[src/hw/rtl/spq_pkg.sv]
// Shared types and constants of the slot priority queue.
`timescale 1ns / 1ps
`default_nettype none
package spq_pkg;

	localparam int SLOTS         = 16;
	localparam int PAYLOAD_WIDTH = 32;
	localparam int PRIO_W        = 7;
	localparam int IDX_W         = $clog2(SLOTS);
	localparam int CNT_W         = $clog2(SLOTS + 1);
	localparam int FIFO_DEPTH    = 2;

	localparam logic [PRIO_W-1:0] PRIO_MAX      = {PRIO_W{1'b1}};
	localparam logic [PRIO_W-1:0] CEILING_RESET = PRIO_W'(100);

	typedef enum logic [1:0] {
		KIND_ENQ       = 2'd0,
		KIND_ENQ_FRONT = 2'd1,
		KIND_DEQ       = 2'd2,
		KIND_FLUSH     = 2'd3
	} kind_t;

	typedef enum logic [1:0] {
		STATUS_DONE = 2'd0,
		STATUS_NONE = 2'd1,
		STATUS_FULL = 2'd2
	} status_t;

	typedef enum logic [3:0] {
		S_IDLE,
		S_RAISE,
		S_INSERT,
		S_FLUSH,
		S_SEEK,
		S_TAKE,
		S_GRAB,
		S_SCAN,
		S_FETCH,
		S_REPORT
	} state_t;

	typedef struct packed {
		kind_t                    kind;
		logic [PAYLOAD_WIDTH-1:0] payload;
	} in_item_t;

	typedef struct packed {
		status_t                  status;
		logic [PAYLOAD_WIDTH-1:0] taken_payload;
		logic                     head_present;
		logic [PAYLOAD_WIDTH-1:0] head_payload;
		logic [CNT_W-1:0]         occupancy;
	} out_item_t;

	// Classified command handed from the front to the back
	typedef struct packed {
		logic                     raise;
		logic                     insert;
		logic                     take;
		logic                     flush;
		logic [PAYLOAD_WIDTH-1:0] payload;
	} cmd_t;

endpackage
`default_nettype wire

[src/hw/rtl/slot_priority_queue.sv]
// Top level of the slot priority queue: front, back, ceiling register and result register.
// The back carries out one command at a time and steps through the slot table one slot
//   per cycle, once for a dequeue's search and once for the head and occupancy report;
//   it takes no new command until its result is taken. A two-entry input queue and the
//   result register let pushes and pops proceed while the back works.
// Reset (arst_n low, asynchronous): all slots invalid, ceiling 100, queues empty.
`timescale 1ns / 1ps
`default_nettype none
module slot_priority_queue (
	input  wire logic                       clk,
	input  wire logic                       arst_n,
	input  wire logic                       push,
	output logic                            full,
	input  wire spq_pkg::in_item_t          item,
	output logic                            empty,
	input  wire logic                       pop,
	output spq_pkg::out_item_t              result,
	input  wire logic                       cfg_valid,
	output logic                            cfg_ready,
	input  wire logic [spq_pkg::PRIO_W-1:0] cfg_data
);
	import spq_pkg::*;

	logic              cmd_valid;
	logic              cmd_ready;
	cmd_t              cmd;
	logic              res_valid;
	logic              res_ready;
	out_item_t         res;
	logic [PRIO_W-1:0] ceiling_q;
	out_item_t         result_q;
	logic              result_full_q;

	// Front: accept and classify items, hold them until the back is free
	spq_front u_front (
		.clk       (clk),
		.arst_n    (arst_n),
		.push      (push),
		.full      (full),
		.item      (item),
		.cmd_valid (cmd_valid),
		.cmd_ready (cmd_ready),
		.cmd       (cmd)
	);

	// Back: execute one command at a time against the slot table
	spq_back u_back (
		.clk       (clk),
		.arst_n    (arst_n),
		.cmd_valid (cmd_valid),
		.cmd_ready (cmd_ready),
		.cmd       (cmd),
		.ceiling   (ceiling_q),
		.res_valid (res_valid),
		.res_ready (res_ready),
		.res       (res)
	);

	// Ceiling register; a write transfer is taken in any cycle
	assign cfg_ready = 1'b1;

	always_ff @(posedge clk or negedge arst_n) begin
		if (!arst_n) begin
			ceiling_q <= CEILING_RESET;
		end else if (cfg_valid && cfg_ready) begin
			ceiling_q <= cfg_data;
		end
	end

	// Result register: load when empty or being drained in the same cycle
	assign res_ready = !result_full_q || pop;
	assign empty     = !result_full_q;
	assign result    = result_q;

	always_ff @(posedge clk or negedge arst_n) begin
		if (!arst_n) begin
			result_full_q <= 1'b0;
		end else if (res_valid && res_ready) begin
			result_full_q <= 1'b1;
		end else if (pop) begin
			result_full_q <= 1'b0;
		end
	end

	always_ff @(posedge clk) begin
		if (res_valid && res_ready) begin
			result_q <= res;
		end
	end

endmodule
`default_nettype wire

[src/hw/rtl/spq_front.sv]
// Front end: accept input items, classify them and hold them in a short queue.
`timescale 1ns / 1ps
`default_nettype none
module spq_front (
	input  wire logic             clk,
	input  wire logic             arst_n,
	input  wire logic             push,
	output logic                  full,
	input  wire spq_pkg::in_item_t item,
	output logic                  cmd_valid,
	input  wire logic             cmd_ready,
	output spq_pkg::cmd_t         cmd
);
	import spq_pkg::*;

	localparam int PTR_W = $clog2(FIFO_DEPTH);

	cmd_t                           entry_q [FIFO_DEPTH];
	logic [PTR_W-1:0]               wr_ptr_q;
	logic [PTR_W-1:0]               rd_ptr_q;
	logic [$clog2(FIFO_DEPTH+1)-1:0] count_q;
	cmd_t                           classified;
	logic                           do_push;
	logic                           do_pop;

	always_comb begin
		classified         = '0;
		classified.payload = item.payload;
		unique case (item.kind)
			KIND_ENQ: begin
				classified.insert = 1'b1;
			end
			KIND_ENQ_FRONT: begin
				classified.raise  = 1'b1;
				classified.insert = 1'b1;
			end
			KIND_DEQ: begin
				classified.take = 1'b1;
			end
			KIND_FLUSH: begin
				classified.flush = 1'b1;
			end
			default: begin
				classified.flush = 1'b1;
			end
		endcase
	end

	assign full      = (count_q == ($clog2(FIFO_DEPTH+1))'(FIFO_DEPTH));
	assign cmd_valid = (count_q != '0);
	assign cmd       = entry_q[rd_ptr_q];
	assign do_push   = push && !full;
	assign do_pop    = cmd_valid && cmd_ready;

	always_ff @(posedge clk) begin
		if (do_push) begin
			entry_q[wr_ptr_q] <= classified;
		end
	end

	always_ff @(posedge clk or negedge arst_n) begin
		if (!arst_n) begin
			wr_ptr_q <= '0;
			rd_ptr_q <= '0;
			count_q  <= '0;
		end else begin
			if (do_push) begin
				wr_ptr_q <= (wr_ptr_q == PTR_W'(FIFO_DEPTH - 1)) ? '0 : wr_ptr_q + 1'b1;
			end
			if (do_pop) begin
				rd_ptr_q <= (rd_ptr_q == PTR_W'(FIFO_DEPTH - 1)) ? '0 : rd_ptr_q + 1'b1;
			end
			if (do_push && !do_pop) begin
				count_q <= count_q + 1'b1;
			end else if (do_pop && !do_push) begin
				count_q <= count_q - 1'b1;
			end
		end
	end

endmodule
`default_nettype wire

[src/hw/rtl/spq_back.sv]
// Back end: slot table, payload memory and the sequencer that carries out commands.
`timescale 1ns / 1ps
`default_nettype none
module spq_back (
	input  wire logic                          clk,
	input  wire logic                          arst_n,
	input  wire logic                          cmd_valid,
	output logic                               cmd_ready,
	input  wire spq_pkg::cmd_t                 cmd,
	input  wire logic [spq_pkg::PRIO_W-1:0]    ceiling,
	output logic                               res_valid,
	input  wire logic                          res_ready,
	output spq_pkg::out_item_t                 res
);
	import spq_pkg::*;

	state_t                   state_q;
	state_t                   state_d;
	cmd_t                     cmd_q;
	logic [SLOTS-1:0]         valid_q;
	logic [PRIO_W-1:0]        prio_q [SLOTS];
	logic [IDX_W-1:0]         idx_q;
	logic [IDX_W-1:0]         best_idx_q;
	logic [PRIO_W-1:0]        best_prio_q;
	logic                     found_q;
	logic [CNT_W-1:0]         count_q;
	status_t                  status_q;
	logic [PAYLOAD_WIDTH-1:0] taken_q;
	logic [PAYLOAD_WIDTH-1:0] pay_mem [SLOTS];
	logic [PAYLOAD_WIDTH-1:0] rdata_q;

	logic                     scan_last;
	logic [IDX_W:0]           free_slot;
	logic                     accept;
	logic                     scan_init;
	logic                     scan_step;
	logic                     raise_en;
	logic                     insert_en;
	logic                     flush_en;
	logic                     take_en;
	logic                     grab_en;
	logic                     rd_en;

	// Lowest-index free slot: {found, index}
	function automatic logic [IDX_W:0] find_free(input logic [SLOTS-1:0] v);
		logic [IDX_W:0] r;
		r = '0;
		for (int i = SLOTS - 1; i >= 0; i--) begin
			if (!v[i]) begin
				r = {1'b1, IDX_W'(i)};
			end
		end
		return r;
	endfunction

	assign scan_last = (idx_q == IDX_W'(SLOTS - 1));
	assign free_slot = find_free(valid_q);

	// Next state
	always_comb begin
		state_d = state_q;
		unique case (state_q)
			S_IDLE: begin
				if (cmd_valid) begin
					if (cmd.raise) begin
						state_d = S_RAISE;
					end else if (cmd.insert) begin
						state_d = S_INSERT;
					end else if (cmd.take) begin
						state_d = S_SEEK;
					end else begin
						state_d = S_FLUSH;
					end
				end
			end
			S_RAISE:  state_d = S_INSERT;
			S_INSERT: state_d = S_SCAN;
			S_FLUSH:  state_d = S_SCAN;
			S_SEEK: begin
				if (scan_last) begin
					state_d = S_TAKE;
				end
			end
			S_TAKE:   state_d = S_GRAB;
			S_GRAB:   state_d = S_SCAN;
			S_SCAN: begin
				if (scan_last) begin
					state_d = S_FETCH;
				end
			end
			S_FETCH:  state_d = S_REPORT;
			S_REPORT: begin
				if (res_ready) begin
					state_d = S_IDLE;
				end
			end
			default:  state_d = S_IDLE;
		endcase
	end

	// Control outputs
	always_comb begin
		cmd_ready = 1'b0;
		scan_init = 1'b0;
		scan_step = 1'b0;
		raise_en  = 1'b0;
		insert_en = 1'b0;
		flush_en  = 1'b0;
		take_en   = 1'b0;
		grab_en   = 1'b0;
		rd_en     = 1'b0;
		res_valid = 1'b0;
		unique case (state_q) inside
			S_IDLE: begin
				cmd_ready = 1'b1;
				scan_init = cmd_valid && !cmd.raise && !cmd.insert && cmd.take;
			end
			S_RAISE: begin
				raise_en = 1'b1;
			end
			S_INSERT: begin
				insert_en = 1'b1;
				scan_init = 1'b1;
			end
			S_FLUSH: begin
				flush_en  = 1'b1;
				scan_init = 1'b1;
			end
			S_SEEK, S_SCAN: begin
				scan_step = 1'b1;
			end
			S_TAKE: begin
				take_en = 1'b1;
				rd_en   = found_q;
			end
			S_GRAB: begin
				grab_en   = 1'b1;
				scan_init = 1'b1;
			end
			S_FETCH: begin
				rd_en = found_q;
			end
			S_REPORT: begin
				res_valid = 1'b1;
			end
			default: begin
				cmd_ready = 1'b0;
			end
		endcase
	end

	assign accept = cmd_valid && cmd_ready;

	always_ff @(posedge clk or negedge arst_n) begin
		if (!arst_n) begin
			state_q <= S_IDLE;
			valid_q <= '0;
			for (int i = 0; i < SLOTS; i++) begin
				prio_q[i] <= '0;
			end
		end else begin
			state_q <= state_d;
			if (raise_en) begin
				for (int i = 0; i < SLOTS; i++) begin
					if (valid_q[i] && prio_q[i] != PRIO_MAX) begin
						prio_q[i] <= prio_q[i] + 1'b1;
					end
				end
			end
			if (insert_en && free_slot[IDX_W]) begin
				valid_q[free_slot[IDX_W-1:0]] <= 1'b1;
				prio_q[free_slot[IDX_W-1:0]]  <= '0;
			end
			if (flush_en) begin
				valid_q <= '0;
			end
			if (take_en && found_q) begin
				valid_q[best_idx_q] <= 1'b0;
			end
		end
	end

	// Scan, status and result fields
	always_ff @(posedge clk) begin
		if (accept) begin
			cmd_q    <= cmd;
			status_q <= STATUS_DONE;
			taken_q  <= '0;
		end
		if (insert_en && !free_slot[IDX_W]) begin
			status_q <= STATUS_FULL;
		end
		if (take_en && !found_q) begin
			status_q <= STATUS_NONE;
		end
		if (grab_en && found_q) begin
			taken_q <= rdata_q;
		end
		if (scan_init) begin
			idx_q       <= '0;
			best_idx_q  <= '0;
			best_prio_q <= ceiling;
			found_q     <= 1'b0;
			count_q     <= '0;
		end else if (scan_step) begin
			idx_q   <= idx_q + 1'b1;
			count_q <= count_q + CNT_W'(valid_q[idx_q]);
			if (valid_q[idx_q] && prio_q[idx_q] < best_prio_q) begin
				best_prio_q <= prio_q[idx_q];
				best_idx_q  <= idx_q;
				found_q     <= 1'b1;
			end
		end
	end

	// Payload memory: one write port, one registered read port
	always_ff @(posedge clk) begin
		if (insert_en && free_slot[IDX_W]) begin
			pay_mem[free_slot[IDX_W-1:0]] <= cmd_q.payload;
		end
		if (rd_en) begin
			rdata_q <= pay_mem[best_idx_q];
		end
	end

	always_comb begin
		res.status        = status_q;
		res.taken_payload = taken_q;
		res.head_present  = found_q;
		res.head_payload  = found_q ? rdata_q : '0;
		res.occupancy     = count_q;
	end

endmodule
`default_nettype wire
[config.mk]
export PLATFORM = sky130hd
export DESIGN_NAME = slot_priority_queue
export DESIGN_NICKNAME = d
export VERILOG_FILES = /design/src/hw/rtl/spq_pkg.sv /design/src/hw/rtl/slot_priority_queue.sv /design/src/hw/rtl/spq_front.sv /design/src/hw/rtl/spq_back.sv
export SDC_FILE = /design/constraint.sdc
export NUM_CORES = 1
export LEC_CHECK = 0
export BUFFER_PORTS_ARGS = -buffer_cell sky130_fd_sc_hd__clkbuf_2
export CORE_MARGIN = 1.5
export CORE_UTILIZATION = 30
export CTS_BUF_LIST = sky130_fd_sc_hd__clkbuf_16
export DETAILED_ROUTE_END_ITERATION = 10
export PLACE_DENSITY = 0.46
export SLEW_MARGIN = 20
export SYNTH_ARGS = -nofsm -noshare
export SYNTH_HDL_FRONTEND = slang
export SYNTH_SLANG_ARGS = --single-unit
export TNS_END_PERCENT = 30
[constraint.sdc]
create_clock -name clk -period 4.49 [get_ports clk]
set_input_delay 0.449 -clock clk [delete_from_list [all_inputs] [get_ports clk]]
set_output_delay 0.449 -clock clk [all_outputs]
set_load 0.02 [all_outputs]
==> flow_metrics.env <==
export IMPL_post_route_util_pct=35.5
export IMPL_antenna_found_initial=3
export IMPL_setup_violations=0
export IMPL_hpwl_um=52500
export IMPL_cts_num_sinks=917
export IMPL_ys_seq_area_share_pct=72.7
export IMPL_drt_iter0_markers=1369
export IMPL_critPathKind="flip-flop to flip-flop"
export IMPL_hold_start="item[30]"
export IMPL_grt_use_total_pct=14.4
export IMPL_drc=0
export IMPL_synthArstFlopShare_pct=15.7
export IMPL_multi_input_area_sq_um=9610
export IMPL_numPortBuffers=119
export IMPL_ir_drop_mv=0.266
export IMPL_period_share_pct=79.8
export IMPL_layout_common_cells="edfxtp_1, mux4_2, nor2_1, dfrtp_1, clkbuf_2"
export IMPL_numCtsBuffers=99
export IMPL_max_clock_path_buffers=3
export IMPL_critPathLaunchType="flip-flop"
export IMPL_p_leak_nw=14.8
export IMPL_rows=128
export IMPL_ant_nets=0
export IMPL_hold_path_class="input pin to flip-flop"
export IMPL_yosysUniqueCellTypes=73
export IMPL_syn_to_final_growth_pct=17.5
export IMPL_cts_setup_buffers=0
export IMPL_clk_pin_slew_ns=0.06
export IMPL_grt_pass1_vias=19900
export IMPL_initial_core_util_pct=30.2
export IMPL_drive_gt1_share_pct=26.9
export IMPL_min_period_ns=3.58
export IMPL_synth_cells=1964
export IMPL_synth_nets=2036
export IMPL_powerDensity_nw_per_um2=510
export IMPL_worst_setup_path_end_kind="flip-flop"
export IMPL_max_freq_mhz=279
export IMPL_synth_edf_count=757
export IMPL_fin_ws_ns=0.908
export IMPL_cts_tree="built"
export IMPL_yosys_most_used_dff="edfxtp_1"
export IMPL_gp_congestion=0.788
export IMPL_crit_start="u_back.idx_q[1]"
export IMPL_routedWlPerCell_um=22.8
export IMPL_synth_warnings=0
export IMPL_cts_max_level=3
export IMPL_coreArea_sq_um=122000
export IMPL_seq_area_sq_um=26700
export IMPL_drv_slew=0
export IMPL_fillers=11400
export IMPL_pin_count=121
export IMPL_max_cap_violations=0
export IMPL_crit_fanout=19
export IMPL_clock_latency_ns=0.68
export IMPL_slew_headroom_pct=29.4
export IMPL_num_vias=18400
export IMPL_final_common_cell="edfxtp_1"
export IMPL_grt_max_degree=55
export IMPL_routed_via_density=4.73
export IMPL_regToRegStartpoint="u_back.idx_q[1]"
export IMPL_root_buffer="clkbuf_16"
export IMPL_synth_area_sq_um=36700
export IMPL_worst_pin_slew_ns=1.06
export IMPL_syn_area_per_cell_sq_um=18.7
export IMPL_ctsResizeCount=0
export IMPL_arrival_ns=3.93
export IMPL_first_pass_iters=5
export IMPL_pre_cts_ws_ns=0.915
export IMPL_grt_pass1_wl_um=133000
export IMPL_status="finished, final reports clean"
export IMPL_grt_ovfl_total=0
export IMPL_skew_ns=0.0468
export IMPL_dieArea_sq_um=124000
export IMPL_die_h_um=353
export IMPL_critPathRequiredTime_ns=4.84
export IMPL_hold_viol_final=0
export IMPL_routed_wl_um=89100
export IMPL_rsz0062_at_grt="false"
export IMPL_ys_seq_elements=917
export IMPL_setup_tns_ns=0
export IMPL_die_w_um=353
export IMPL_nets=2265
## worst max-delay path, cell delays in order, from the launching register on
cell and delay, ns:
dfxtp_1 0.97, mux4_2 0.45, mux2i_1 0.30, a21oi_1 0.16, ha_1 0.34, a21oi_1 0.14
nor2b_1 0.07, o21ai_0 0.17, and4_1 0.26, o21ai_4 0.13, nand2b_1 0.27
## metal layers
| metal | share of wire (%) | vias to the layer above | GRT usage [%] |
|---|---|---|---|
| met3 | 4.3 | 116 | 2.62 |
| met2 | 48 | 391 | 23.3 |
| met4 | 2.0 | 0 | 4.22 |
| li1 | - | 8157 | - |
| met1 | 46 | 9764 | 19.8 |
| met5 | 0 | - | 0 |
## cells in the mapped netlist, types with 2 or more instances
| library cell | number | share of area, % |
|---|---|---|
| buf_1 | 8 | 0.082 |
| nor3_1 | 7 | 0.095 |
| buf_6 | 3 | 0.092 |
| ha_1 | 26 | 0.89 |
| a211oi_4 | 5 | 0.27 |
| and4_1 | 6 | 0.14 |
| nor2b_1 | 12 | 0.20 |
| nand2_1 | 87 | 0.89 |
| a31oi_1 | 15 | 0.26 |
| or3_1 | 2 | 0.034 |
| nor2_1 | 156 | 1.6 |
| o31ai_1 | 2 | 0.041 |
| xnor2_1 | 23 | 0.55 |
| nand3_1 | 26 | 0.35 |
| and3_1 | 17 | 0.29 |
| a21oi_2 | 13 | 0.31 |
| dfrtp_1 | 141 | 9.6 |
| nor3_4 | 7 | 0.31 |
| and2_1 | 64 | 1.1 |
| mux4_2 | 189 | 12 |
| a21oi_1 | 19 | 0.26 |
| mux2_2 | 47 | 1.4 |
| nand4_1 | 21 | 0.36 |
| mux2_4 | 4 | 0.16 |
| inv_1 | 24 | 0.25 |
| o221a_1 | 12 | 0.37 |
| edfxtp_1 | 757 | 62 |
| mux2i_1 | 36 | 0.98 |
| nand3_2 | 2 | 0.055 |
| o311a_1 | 3 | 0.082 |
| nand4_2 | 2 | 0.068 |
| buf_4 | 6 | 0.12 |
| nand2b_1 | 23 | 0.39 |
| dfstp_2 | 3 | 0.21 |
| a211oi_1 | 6 | 0.12 |
| xor2_1 | 68 | 1.6 |
| a22o_1 | 2 | 0.048 |
| buf_2 | 32 | 0.44 |
| dfxtp_1 | 16 | 0.87 |
| o21ai_0 | 8 | 0.11 |
| clkbuf_1 | 32 | 0.33 |
## sequential cells by signal, summed over array words and instances (netlist names), 7 cells and up
name and flops:
ceiling_q 7, result 72, u_back.best_prio_q 7, u_back.cmd_q 32, u_back.pay_mem 512, u_back.prio_q 112, u_back.rdata_q 32, u_back.taken_q 32
u_back.valid_q 16, u_front.entry_q 70
## worst paths after layout
| kind | depth (start not counted) | endpoint | slack, ns |
|---|---|---|---|
| max in group asynchronous | 3 | u_back.prio_q[29] | 3.08 |
| min reg2reg | 0 | result[44] | 0.42 |
| max | 10 | u_back.best_prio_q[0] | 0.91 |
| min | 1 | u_front.entry_q[0][30] | 0.07 |
| min in group asynchronous | 2 | u_back.prio_q[107] | 0.30 |
| max reg2reg | 10 | u_back.best_prio_q[0] | 0.91 |
## final cells by class
type,count,area share (%)
Sequential cell,917,61.9
Multi-Input combinational cell,941,22.3
Clock buffer,102,5.92
Tap cell,1625,4.72
Timing Repair Buffer,209,3.62
Clock inverter,79,1.36
Inverter,25,0.218
Antenna cell,2,0.0116
## through the flow
step           hold WS (ns)  power, W  std cells  cell area [sq um]
2_1_floorplan         0.153    0.0131       1964              36700
3_3_place_gp          0.403    0.0143       3678              39600
3_5_place_dp          0.405    0.0144       3678              39600
4_1_cts              0.0195    0.0223       3898              43100
5_1_grt              0.0224    0.0229       3898              43100
6_report             0.0707    0.0220       3900              43100
## what timing repair did
action / 4_1_cts / 5_1_grt
setup endpoints to repair: 0 / 0
endpoints found under the hold margin: 115 / 0
hold buffers: 39 / 0
## power by group
part           internal [W]  switching [W]
clock network       0.00446        0.00337
logic               0.00157        0.00180
registers            0.0101       0.000655
## cell families (layout without fill, tap and decap cells)
logic type      after synthesis  after routing  share of synthesized area [%]
buf+inv                     106            415                           1.32
flops                       917            917                           72.7
other cells                   1              3                         0.0102
xor+xnor                     91             91                           2.17
simple gates                443            443                           6.28
fa+ha+maj                    26             26                          0.887
mux                         277            277                           14.3
compound gates              103            103                           2.43
No activity file was read; power rests on OpenSTA's default activity.
